--- config.mk ---
export PLATFORM = sky130hd
export DESIGN_NAME = rpn_stack_calculator
export DESIGN_NICKNAME = d
export VERILOG_FILES = /design/src/rtl/rsc_pkg.sv /design/src/rtl/rpn_stack_calculator.sv /design/src/rtl/rsc_datapath.sv /design/src/rtl/rsc_ctrl.sv
export SDC_FILE = /design/constraint.sdc
export NUM_CORES = 2
export LEC_CHECK = 0
export BUFFER_PORTS_ARGS = -buffer_cell sky130_fd_sc_hd__buf_2
export CAP_MARGIN = 10
export CELL_PAD_IN_SITES_DETAIL_PLACEMENT = 1
export CELL_PAD_IN_SITES_GLOBAL_PLACEMENT = 2
export CORE_ASPECT_RATIO = 1.2
export CORE_UTILIZATION = 49
export DETAILED_ROUTE_END_ITERATION = 7
export MAX_ROUTING_LAYER = met4
export PLACE_DENSITY = 0.89
export REMOVE_ABC_BUFFERS = 1
export SETUP_SLACK_MARGIN = 0.05
export SYNTH_ARGS = -nofsm -noshare
export SYNTH_HDL_FRONTEND = slang
export SYNTH_HIERARCHICAL = 1
export SYNTH_SLANG_ARGS = --single-unit
export TNS_END_PERCENT = 1
--- constraint.sdc ---
create_clock -name clk -period 19 [get_ports clk]
set_clock_uncertainty 0.15 [all_clocks]
set_input_delay 5.7 -clock clk [delete_from_list [all_inputs] [get_ports clk]]
set_output_delay 5.7 -clock clk [all_outputs]
set_load 0.02 [all_outputs]
--- src/rtl/rsc_pkg.sv ---
`timescale 1ns / 1ps
// ----------------------------------------------------------------------------
// rsc_pkg
// Shared types and constants of the RPN stack calculator.
// ----------------------------------------------------------------------------
package rsc_pkg;

	localparam int STACK_DEPTH = 16;
	localparam int ADDR_W      = $clog2(STACK_DEPTH);
	localparam int SP_W        = $clog2(STACK_DEPTH + 1);
	localparam int VAL_W       = 32;
	localparam int FRAC_W      = 16;
	localparam int DIV_STEPS   = VAL_W;
	localparam int CNT_W       = $clog2(DIV_STEPS);
	localparam int REQ_W       = 3;
	localparam int STAT_W      = 3;

	localparam logic [VAL_W-1:0] Q_MAX = {1'b0, {(VAL_W-1){1'b1}}};
	localparam logic [VAL_W-1:0] Q_MIN = {1'b1, {(VAL_W-1){1'b0}}};

	typedef enum logic [REQ_W-1:0] {
		REQ_PUSH = 3'd0,
		REQ_ADD  = 3'd1,
		REQ_SUB  = 3'd2,
		REQ_MUL  = 3'd3,
		REQ_DIV  = 3'd4,
		REQ_PEEK = 3'd5
	} req_e_t;

	typedef enum logic [STAT_W-1:0] {
		ST_OK   = 3'd0,
		ST_FEW  = 3'd1,
		ST_FULL = 3'd2,
		ST_DIVZ = 3'd3,
		ST_SAT  = 3'd4
	} status_t;

	typedef enum logic [3:0] {
		DP_NOP,
		DP_LATCH,
		DP_PUSH,
		DP_ERR,
		DP_RD_T,
		DP_RD_S,
		DP_LOAD_S,
		DP_ADDSUB,
		DP_MUL,
		DP_MUL_FIN,
		DP_DIV_ZERO,
		DP_DIV_SAT,
		DP_DIV_INIT,
		DP_DIV_STEP,
		DP_DIV_FIN,
		DP_PEEK
	} dp_op_t;

	typedef struct packed {
		dp_op_t  op;
		status_t err;
		logic    wb;
		logic    out_load;
	} rsc_cmd_t;

	typedef struct packed {
		logic [REQ_W-1:0] req;
		logic             sp_zero;
		logic             sp_lt2;
		logic             sp_full;
		logic             t_zero;
		logic             div_ovf;
	} rsc_sts_t;

endpackage

--- src/rtl/rpn_stack_calculator.sv ---
`timescale 1ns / 1ps
// ----------------------------------------------------------------------------
// rpn_stack_calculator
// Reverse Polish evaluator over a stack of signed Q16.16 values.
// Each word is latched and checked; arithmetic then fetches both operands,
// executes and writes back. Divide runs 32 steps of the bit-serial divider
// except for a zero divisor or an out-of-range quotient. One word is processed
// at a time; the next is taken the cycle after the result enters the output
// register, and none is taken while the output stalls.
// Reset empties the stack; stored entries are not cleared.
// ----------------------------------------------------------------------------
module rpn_stack_calculator (
	input  logic        clk,
	input  logic        arst_n,
	input  logic        s_axis_tvalid,
	output logic        s_axis_tready,
	input  logic [31:0] s_axis_tdata,  // [31:0] operand_value
	input  logic [2:0]  s_axis_tuser,  // [2:0] req_type
	output logic        m_axis_tvalid,
	input  logic        m_axis_tready,
	output logic [39:0] m_axis_tdata,  // [31:0] result_value, [36:32] stack_count
	output logic [2:0]  m_axis_tuser   // [2:0] status
);
	import rsc_pkg::*;

	rsc_cmd_t         cmd;
	rsc_sts_t         sts;
	logic [VAL_W-1:0] res_value;
	status_t          res_status;
	logic [SP_W-1:0]  res_count;
	logic             out_free;
	logic             tvalid_q;
	logic [39:0]      tdata_q;
	logic [2:0]       tuser_q;

	assign out_free = !tvalid_q || m_axis_tready;

	rsc_ctrl u_ctrl (
		.clk      (clk),
		.arst_n   (arst_n),
		.in_valid (s_axis_tvalid),
		.in_ready (s_axis_tready),
		.out_free (out_free),
		.sts      (sts),
		.cmd      (cmd)
	);

	rsc_datapath u_datapath (
		.clk        (clk),
		.arst_n     (arst_n),
		.cmd        (cmd),
		.in_req     (s_axis_tuser),
		.in_operand (s_axis_tdata),
		.sts        (sts),
		.res_value  (res_value),
		.res_status (res_status),
		.res_count  (res_count)
	);

	always_ff @(posedge clk or negedge arst_n) begin
		if (!arst_n) begin
			tvalid_q <= 1'b0;
		end else if (cmd.out_load) begin
			tvalid_q <= 1'b1;
		end else if (m_axis_tready) begin
			tvalid_q <= 1'b0;
		end
	end

	always_ff @(posedge clk) begin
		if (cmd.out_load) begin
			tdata_q <= {3'b000, 5'(res_count), res_value};
			tuser_q <= res_status;
		end
	end

	assign m_axis_tvalid = tvalid_q;
	assign m_axis_tdata  = tdata_q;
	assign m_axis_tuser  = tuser_q;

	a_one_word: assert property (@(posedge clk) disable iff (!arst_n)
		(s_axis_tvalid && s_axis_tready) |=> !s_axis_tready)
		else $error("second word taken while one is in flight");

	a_count_range: assert property (@(posedge clk) disable iff (!arst_n)
		m_axis_tvalid |-> (m_axis_tdata[36:32] <= 5'(STACK_DEPTH)))
		else $error("stack count beyond depth");

	a_full_count: assert property (@(posedge clk) disable iff (!arst_n)
		(cmd.out_load && res_status == ST_FULL) |-> (res_count == SP_W'(STACK_DEPTH)))
		else $error("stack full reported on a stack with room");

endmodule

--- src/rtl/rsc_datapath.sv ---
`timescale 1ns / 1ps
// ----------------------------------------------------------------------------
// rsc_datapath
// Operand stack, fetch registers, multiplier and bit-serial divider.
// ----------------------------------------------------------------------------
module rsc_datapath (
	input  logic                        clk,
	input  logic                        arst_n,
	input  rsc_pkg::rsc_cmd_t           cmd,
	input  logic [rsc_pkg::REQ_W-1:0]   in_req,
	input  logic [rsc_pkg::VAL_W-1:0]   in_operand,
	output rsc_pkg::rsc_sts_t           sts,
	output logic [rsc_pkg::VAL_W-1:0]   res_value,
	output rsc_pkg::status_t            res_status,
	output logic [rsc_pkg::SP_W-1:0]    res_count
);
	import rsc_pkg::*;

	logic [VAL_W-1:0]   mem [STACK_DEPTH];
	logic [REQ_W-1:0]   req_q;
	logic [VAL_W-1:0]   operand_q;
	logic [SP_W-1:0]    sp_q;
	logic [VAL_W-1:0]   rdata_q;
	logic [VAL_W-1:0]   t_q;
	logic [VAL_W-1:0]   s_q;
	logic [2*VAL_W-1:0] prod_q;
	logic [VAL_W-1:0]   rem_q;
	logic [VAL_W-1:0]   quo_q;
	logic [VAL_W-1:0]   res_q;
	status_t            st_q;

	logic [ADDR_W-1:0]         raddr;
	logic [ADDR_W-1:0]         wb_addr;
	logic [VAL_W-1:0]          abs_s;
	logic [VAL_W-1:0]          abs_t;
	logic                      neg;
	logic [VAL_W:0]            sum;
	logic [2*VAL_W-FRAC_W-1:0] mq;
	logic                      mq_ovf;
	logic [VAL_W:0]            r2;
	logic [VAL_W:0]            r2_sub;
	logic                      ge;

	always_comb begin
		raddr   = (cmd.op == DP_RD_S) ? ADDR_W'(sp_q - SP_W'(2)) : ADDR_W'(sp_q - SP_W'(1));
		wb_addr = ADDR_W'(sp_q - SP_W'(2));
		abs_s   = s_q[VAL_W-1] ? (~s_q + 1'b1) : s_q;
		abs_t   = t_q[VAL_W-1] ? (~t_q + 1'b1) : t_q;
		neg     = s_q[VAL_W-1] ^ t_q[VAL_W-1];
		if (req_q == REQ_SUB) begin
			sum = {s_q[VAL_W-1], s_q} - {t_q[VAL_W-1], t_q};
		end else begin
			sum = {s_q[VAL_W-1], s_q} + {t_q[VAL_W-1], t_q};
		end
		mq     = prod_q[2*VAL_W-1:FRAC_W]
			+ (2*VAL_W-FRAC_W)'(prod_q[2*VAL_W-1] && (|prod_q[FRAC_W-1:0]));
		mq_ovf = !((&mq[2*VAL_W-FRAC_W-1:VAL_W-1]) || !(|mq[2*VAL_W-FRAC_W-1:VAL_W-1]));
		r2     = {rem_q, quo_q[VAL_W-1]};
		r2_sub = r2 - {1'b0, abs_t};
		ge     = r2 >= {1'b0, abs_t};
	end

	assign sts.req     = req_q;
	assign sts.sp_zero = (sp_q == '0);
	assign sts.sp_lt2  = (sp_q < SP_W'(2));
	assign sts.sp_full = (sp_q >= SP_W'(STACK_DEPTH));
	assign sts.t_zero  = (t_q == '0);
	assign sts.div_ovf = ({{(VAL_W-FRAC_W){1'b0}}, abs_s[VAL_W-1:FRAC_W]} >= abs_t);

	assign res_value  = res_q;
	assign res_status = st_q;
	assign res_count  = sp_q;

	always_ff @(posedge clk or negedge arst_n) begin
		if (!arst_n) begin
			sp_q <= '0;
		end else if (cmd.op == DP_PUSH) begin
			sp_q <= sp_q + 1'b1;
		end else if (cmd.wb) begin
			sp_q <= sp_q - 1'b1;
		end
	end

	always_ff @(posedge clk) begin
		rdata_q <= mem[raddr];
		if (cmd.op == DP_PUSH) begin
			mem[ADDR_W'(sp_q)] <= operand_q;
		end else if (cmd.wb) begin
			mem[wb_addr] <= res_q;
		end
	end

	always_ff @(posedge clk) begin
		case (cmd.op)
			DP_LATCH: begin
				req_q     <= in_req;
				operand_q <= in_operand;
			end
			DP_PUSH: begin
				res_q <= operand_q;
				st_q  <= ST_OK;
			end
			DP_ERR: begin
				res_q <= '0;
				st_q  <= cmd.err;
			end
			DP_RD_S: begin
				t_q <= rdata_q;
			end
			DP_LOAD_S: begin
				s_q <= rdata_q;
			end
			DP_ADDSUB: begin
				if (sum[VAL_W] != sum[VAL_W-1]) begin
					res_q <= sum[VAL_W] ? Q_MIN : Q_MAX;
					st_q  <= ST_SAT;
				end else begin
					res_q <= sum[VAL_W-1:0];
					st_q  <= ST_OK;
				end
			end
			DP_MUL: begin
				prod_q <= $signed({{VAL_W{s_q[VAL_W-1]}}, s_q})
					* $signed({{VAL_W{t_q[VAL_W-1]}}, t_q});
			end
			DP_MUL_FIN: begin
				if (mq_ovf) begin
					res_q <= mq[2*VAL_W-FRAC_W-1] ? Q_MIN : Q_MAX;
					st_q  <= ST_SAT;
				end else begin
					res_q <= mq[VAL_W-1:0];
					st_q  <= ST_OK;
				end
			end
			DP_DIV_ZERO: begin
				if (s_q == '0) begin
					res_q <= '0;
				end else begin
					res_q <= s_q[VAL_W-1] ? Q_MIN : Q_MAX;
				end
				st_q <= ST_DIVZ;
			end
			DP_DIV_SAT: begin
				res_q <= neg ? Q_MIN : Q_MAX;
				st_q  <= ST_SAT;
			end
			DP_DIV_INIT: begin
				rem_q <= {{(VAL_W-FRAC_W){1'b0}}, abs_s[VAL_W-1:FRAC_W]};
				quo_q <= {abs_s[FRAC_W-1:0], {(VAL_W-FRAC_W){1'b0}}};
			end
			DP_DIV_STEP: begin
				rem_q <= ge ? r2_sub[VAL_W-1:0] : r2[VAL_W-1:0];
				quo_q <= {quo_q[VAL_W-2:0], ge};
			end
			DP_DIV_FIN: begin
				if (!neg) begin
					res_q <= quo_q[VAL_W-1] ? Q_MAX : quo_q;
					st_q  <= quo_q[VAL_W-1] ? ST_SAT : ST_OK;
				end else if (quo_q > Q_MIN) begin
					res_q <= Q_MIN;
					st_q  <= ST_SAT;
				end else begin
					res_q <= ~quo_q + 1'b1;
					st_q  <= ST_OK;
				end
			end
			DP_PEEK: begin
				res_q <= rdata_q;
				st_q  <= ST_OK;
			end
			default: begin
			end
		endcase
	end

endmodule

--- src/rtl/rsc_ctrl.sv ---
`timescale 1ns / 1ps
// ----------------------------------------------------------------------------
// rsc_ctrl
// Sequencer that fetches operands, runs the operation and writes back.
// ----------------------------------------------------------------------------
module rsc_ctrl (
	input  logic              clk,
	input  logic              arst_n,
	input  logic              in_valid,
	output logic              in_ready,
	input  logic              out_free,
	input  rsc_pkg::rsc_sts_t sts,
	output rsc_pkg::rsc_cmd_t cmd
);
	import rsc_pkg::*;

	typedef enum logic [3:0] {
		S_IDLE,
		S_CHECK,
		S_FETCH_S,
		S_FETCH_W,
		S_EXEC,
		S_MUL_W,
		S_DIV_RUN,
		S_DIV_END,
		S_WRITE_BACK,
		S_PEEK_W,
		S_DONE
	} state_t;

	state_t           state_q;
	state_t           state_d;
	logic [CNT_W-1:0] cnt_q;

	assign in_ready = (state_q == S_IDLE);

	always_comb begin
		cmd      = '{op: DP_NOP, err: ST_OK, wb: 1'b0, out_load: 1'b0};
		state_d  = state_q;
		case (state_q)
			S_IDLE: begin
				if (in_valid) begin
					cmd.op  = DP_LATCH;
					state_d = S_CHECK;
				end
			end
			S_CHECK: begin
				state_d = S_DONE;
				case (sts.req)
					REQ_PUSH: begin
						if (sts.sp_full) begin
							cmd.op  = DP_ERR;
							cmd.err = ST_FULL;
						end else begin
							cmd.op = DP_PUSH;
						end
					end
					REQ_ADD, REQ_SUB, REQ_MUL, REQ_DIV: begin
						if (sts.sp_lt2) begin
							cmd.op  = DP_ERR;
							cmd.err = ST_FEW;
						end else begin
							cmd.op  = DP_RD_T;
							state_d = S_FETCH_S;
						end
					end
					REQ_PEEK: begin
						if (sts.sp_zero) begin
							cmd.op  = DP_ERR;
							cmd.err = ST_FEW;
						end else begin
							cmd.op  = DP_RD_T;
							state_d = S_PEEK_W;
						end
					end
					default: begin
						cmd.op  = DP_ERR;
						cmd.err = ST_OK;
					end
				endcase
			end
			S_FETCH_S: begin
				cmd.op  = DP_RD_S;
				state_d = S_FETCH_W;
			end
			S_FETCH_W: begin
				cmd.op  = DP_LOAD_S;
				state_d = S_EXEC;
			end
			S_EXEC: begin
				state_d = S_WRITE_BACK;
				case (sts.req)
					REQ_ADD, REQ_SUB: begin
						cmd.op = DP_ADDSUB;
					end
					REQ_MUL: begin
						cmd.op  = DP_MUL;
						state_d = S_MUL_W;
					end
					REQ_DIV: begin
						if (sts.t_zero) begin
							cmd.op = DP_DIV_ZERO;
						end else if (sts.div_ovf) begin
							cmd.op = DP_DIV_SAT;
						end else begin
							cmd.op  = DP_DIV_INIT;
							state_d = S_DIV_RUN;
						end
					end
					default: begin
						state_d = S_DONE;
					end
				endcase
			end
			S_MUL_W: begin
				cmd.op  = DP_MUL_FIN;
				state_d = S_WRITE_BACK;
			end
			S_DIV_RUN: begin
				cmd.op = DP_DIV_STEP;
				if (cnt_q == CNT_W'(DIV_STEPS - 1)) begin
					state_d = S_DIV_END;
				end
			end
			S_DIV_END: begin
				cmd.op  = DP_DIV_FIN;
				state_d = S_WRITE_BACK;
			end
			S_WRITE_BACK: begin
				cmd.wb  = 1'b1;
				state_d = S_DONE;
			end
			S_PEEK_W: begin
				cmd.op  = DP_PEEK;
				state_d = S_DONE;
			end
			S_DONE: begin
				if (out_free) begin
					cmd.out_load = 1'b1;
					state_d      = S_IDLE;
				end
			end
			default: begin
				state_d = S_IDLE;
			end
		endcase
	end

	always_ff @(posedge clk or negedge arst_n) begin
		if (!arst_n) begin
			state_q <= S_IDLE;
			cnt_q   <= '0;
		end else begin
			state_q <= state_d;
			if (state_q == S_DIV_RUN) begin
				cnt_q <= cnt_q + 1'b1;
			end else begin
				cnt_q <= '0;
			end
		end
	end

endmodule

==> reports/metrics.csv <==
stage,metric,value,unit
logic_synthesis,synthesized flop and latch total,861,
critical_path,crit path capture type,flip-flop,
logic_synthesis,Synth async-reset ratio,0.0174,
cts,worst skew pair latency,0.68,ns
logic_synthesis,most used flip-flop cell after synthesis,edfxtp_1,
placed_design,DP HPWL,173000,um
job,max cap viols,0,
critical_path,CP most frequent cell,buf_4,
cts,CTS root buf,clkbuf_16,
placed_design,dpl cells,8733,
logic_synthesis,"top cells by count, synth","fa_1 (1084), inv_1 (989), edfxtp_1 (814)",
detailed_routing,via-per-instance ratio,5.97,
logic_synthesis,sequential share of the synthesized area,0.332,
global_routing,number of global-route vias before repair,60019,
critical_path,critical path startpoint,u_datapath/s_q[5]$_DFFE_PN_,
floorplan,core area,0.155,mm2
cells_and_area,fin util,0.531,
logic_synthesis,library cells used by synthesis,93,
critical_path,crit path DAT,10.84,ns
critical_path,CP max stage delay,0.92,ns
logic_synthesis,Synth Instances,6831,
cts,TritonCTS clock tree,done,
detailed_routing,final WL,246000,um
cts,cts bufs inserted,88,
detailed_routing,DR vias,53156,
detailed_routing,routed length per instance,27.6,um
run_status,status,finished clean,
logic_synthesis,most frequent cell after synthesis,fa_1,
floorplan,Die Ht,435,um
floorplan,die width,363,um
global_routing,initial antenna violation count,13,
cells_and_area,Area Growth Syn to Fin,7.33,%
cells_and_area,FILL cells,16106,
logic_synthesis,Post-synth EDFFs,814,
cts,postcts setup bufs,0,
logic_synthesis,syn avg cell area,11.2,um2
detailed_routing,Routed Antenna Nets,0,
sta,FMAX,95.2,MHz
detailed_routing,# DRC,0,
global_routing,largest net degree at the start of global routing,92,
logic_synthesis,mapped cell area,0.0766,mm2
logic_synthesis,ranking of synthesized cells by area,"edfxtp_1 (32%), fa_1 (28%), inv_1 (4.8%), ha_1 (4.6%), and2_1 (4.4%)",
global_routing,Congestion Overflow GR,0,
logic_synthesis,Synth area leader,edfxtp_1,
sta,Setup Viol. Count Final,0,
sta,minimum clock period after layout,10.51,ns
cts,# H-tree levels,3,
worst_hold_path,HP Start,u_datapath/res_status[2]$_DFFE_PP_,
detailed_routing,1st-iter DRT viols,4386,
floorplan,Starting Density,0.495,
sta,fin crit share,0.553,
sta,slew margin rel.,0.189,
cts,worst-case clock buffer depth,3,
cts,Clock transition at path regs,0.07,ns
cells_and_area,NumNets Final,8147,
logic_synthesis,Yosys Warn Count,6,
sta,final hold vios,0,
critical_path,Worst Path Max Fanout,66,
sta,Min Hold Slack,0.283,ns
sta,unrepaired setup endpoints after global routing,false,
cells_and_area,Finished Layout Cells,8902,
sta,fin. max-slew vios,0,
floorplan,floorplan row count,158,
cells_and_area,layout cells sized above 1,0.0782,
critical_path,WS Path Type,reg2reg,
global_routing,first-pass GRT wire length,373000,um
critical_path,Crit-path slowest cell,buf_4,
critical_path,CP Data Required Time,19.34,ns
detailed_routing,DR pass1 iterations,6,
cts,post-cts sizing count,0,
sta,Setup TNS Final,0,ns
logic_synthesis,Synth top area share,0.319,
global_routing,gr usage total,0.327,
cts,hold-fix buffers at CTS,0,
worst_hold_path,hold crit path type,reg2reg,
placed_design,Port Buffers,80,
placed_design,Placer Congestion,0.937,
sta,Slew @ Worst Pin,1.22,ns
critical_path,Reg2Reg Launch Point,u_datapath/s_q[5]$_DFFE_PN_,
floorplan,die area,0.158,mm2
cts,clk sinks,861,
floorplan,I/O pin count,84,
critical_path,Worst Setup Start Kind,flip-flop,
==> final timing paths <==
path	slack [ns]	to	cells after the start
min	0.28	m_axis_tuser[2]$_DFFE_PP_	0
max	8.49	u_datapath/rdata_q[26]$_DFF_P_	30
min reg2reg	0.28	m_axis_tuser[2]$_DFFE_PP_	0
max reg2reg	8.49	u_datapath/rdata_q[26]$_DFF_P_	30
min in group asynchronous	4.81	m_axis_tvalid$_DFFE_PN0P_	1
max in group asynchronous	13.60	u_ctrl/cnt_q[0]$_DFF_PN0_	1
==> layout make-up <==
| cell class | instances | area, um2 | share of cell area |
|---|---|---|---|
| clock buffer | 119 | 2410 | 0.0293 |
| sequential | 861 | 25500 | 0.310 |
| timing repair buffer | 202 | 1340 | 0.0163 |
| multi-input combinational | 4602 | 46200 | 0.562 |
| clock inverter | 42 | 508 | 0.00618 |
| inverter | 989 | 3710 | 0.0451 |
| antenna | 7 | 17.5 | 0.000213 |
| tap | 2080 | 2600 | 0.0316 |
==> registers in the layout, summed over array words and instances (netlist names) <==
name / count
m_axis_tdata: 37
m_axis_tuser: 3
m_axis_tvalid: 1
u_ctrl/cnt_q: 5
u_ctrl/state_q: 4
u_datapath/mem: 512
u_datapath/operand_q: 32
u_datapath/prod_q: 64
u_datapath/quo_q: 32
u_datapath/rdata_q: 32
u_datapath/rem_q: 32
u_datapath/req_q: 3
u_datapath/res_count: 5
u_datapath/res_status: 3
u_datapath/res_value: 32
u_datapath/s_q: 32
u_datapath/t_q: 32
==> worst max-delay path: cells and delay by family (launching register included) <==
kind	cells	cell delay, ns
multiplexers	1	0.43
flip-flops	1	0.38
buffers and inverters	4	2.49
adder cells (fa/ha/maj)	1	0.27
AND/OR/NAND/NOR	14	3.91
XOR/XNOR	2	0.38
AO/OA/AOI/OAI	8	2.17
==> logic make-up after synthesis <==
group                    share of synthesized area
AND/OR/NAND/NOR                              0.128
AO/OA/AOI/OAI                               0.0683
flip-flops                                   0.332
other                                    0.0000980
buffers and inverters                       0.0679
adder cells (fa/ha/maj)                      0.329
XOR/XNOR                                    0.0285
multiplexers                                0.0459
==> metal layers <==
metal / routed length [um] / up-vias / global-route usage
met5: 0 / - / -
met4: 13600 / 0 / 0.160
met3: 15700 / 637 / 0.0402
met2: 125000 / 2147 / 0.546
met1: 91700 / 28130 / 0.391
li1: - / 22242 / -
==> per-stage QoR <==
| step | area (um2) | setup WS (ns) |
|---|---|---|
| 5_1_grt | 82200 | 7.97 |
| 3_3_place_gp | 79300 | 8.45 |
| 3_5_place_dp | 79300 | 8.22 |
| 2_1_floorplan | 75100 | -2.49 |
| 6_report | 82200 | 8.49 |
| 4_1_cts | 82200 | 8.52 |
==> placed cells by master (no fill, tap or decap), types with 31 or more instances in the layout <==
cell,count
xor2_1,115
or3_1,31
ha_1,280
nor3_1,62
buf_2,80
nor2_1,266
edfxtp_1,814
fa_1,1084
mux2i_1,61
nand2_1,772
xnor2_1,132
nor4_1,31
nor2b_1,54
o21ai_0,161
a211oi_1,71
a21oi_1,213
nand3_1,55
and2_1,541
clkbuf_16,89
a21o_1,59
dfxtp_1,32
o31ai_1,39
mux4_2,128
buf_4,120
nand2b_1,36
a31oi_1,36
inv_1,989
Power is not shown: default switching activity piles up to over one toggle a cycle in this logic, so the estimate is an artifact.
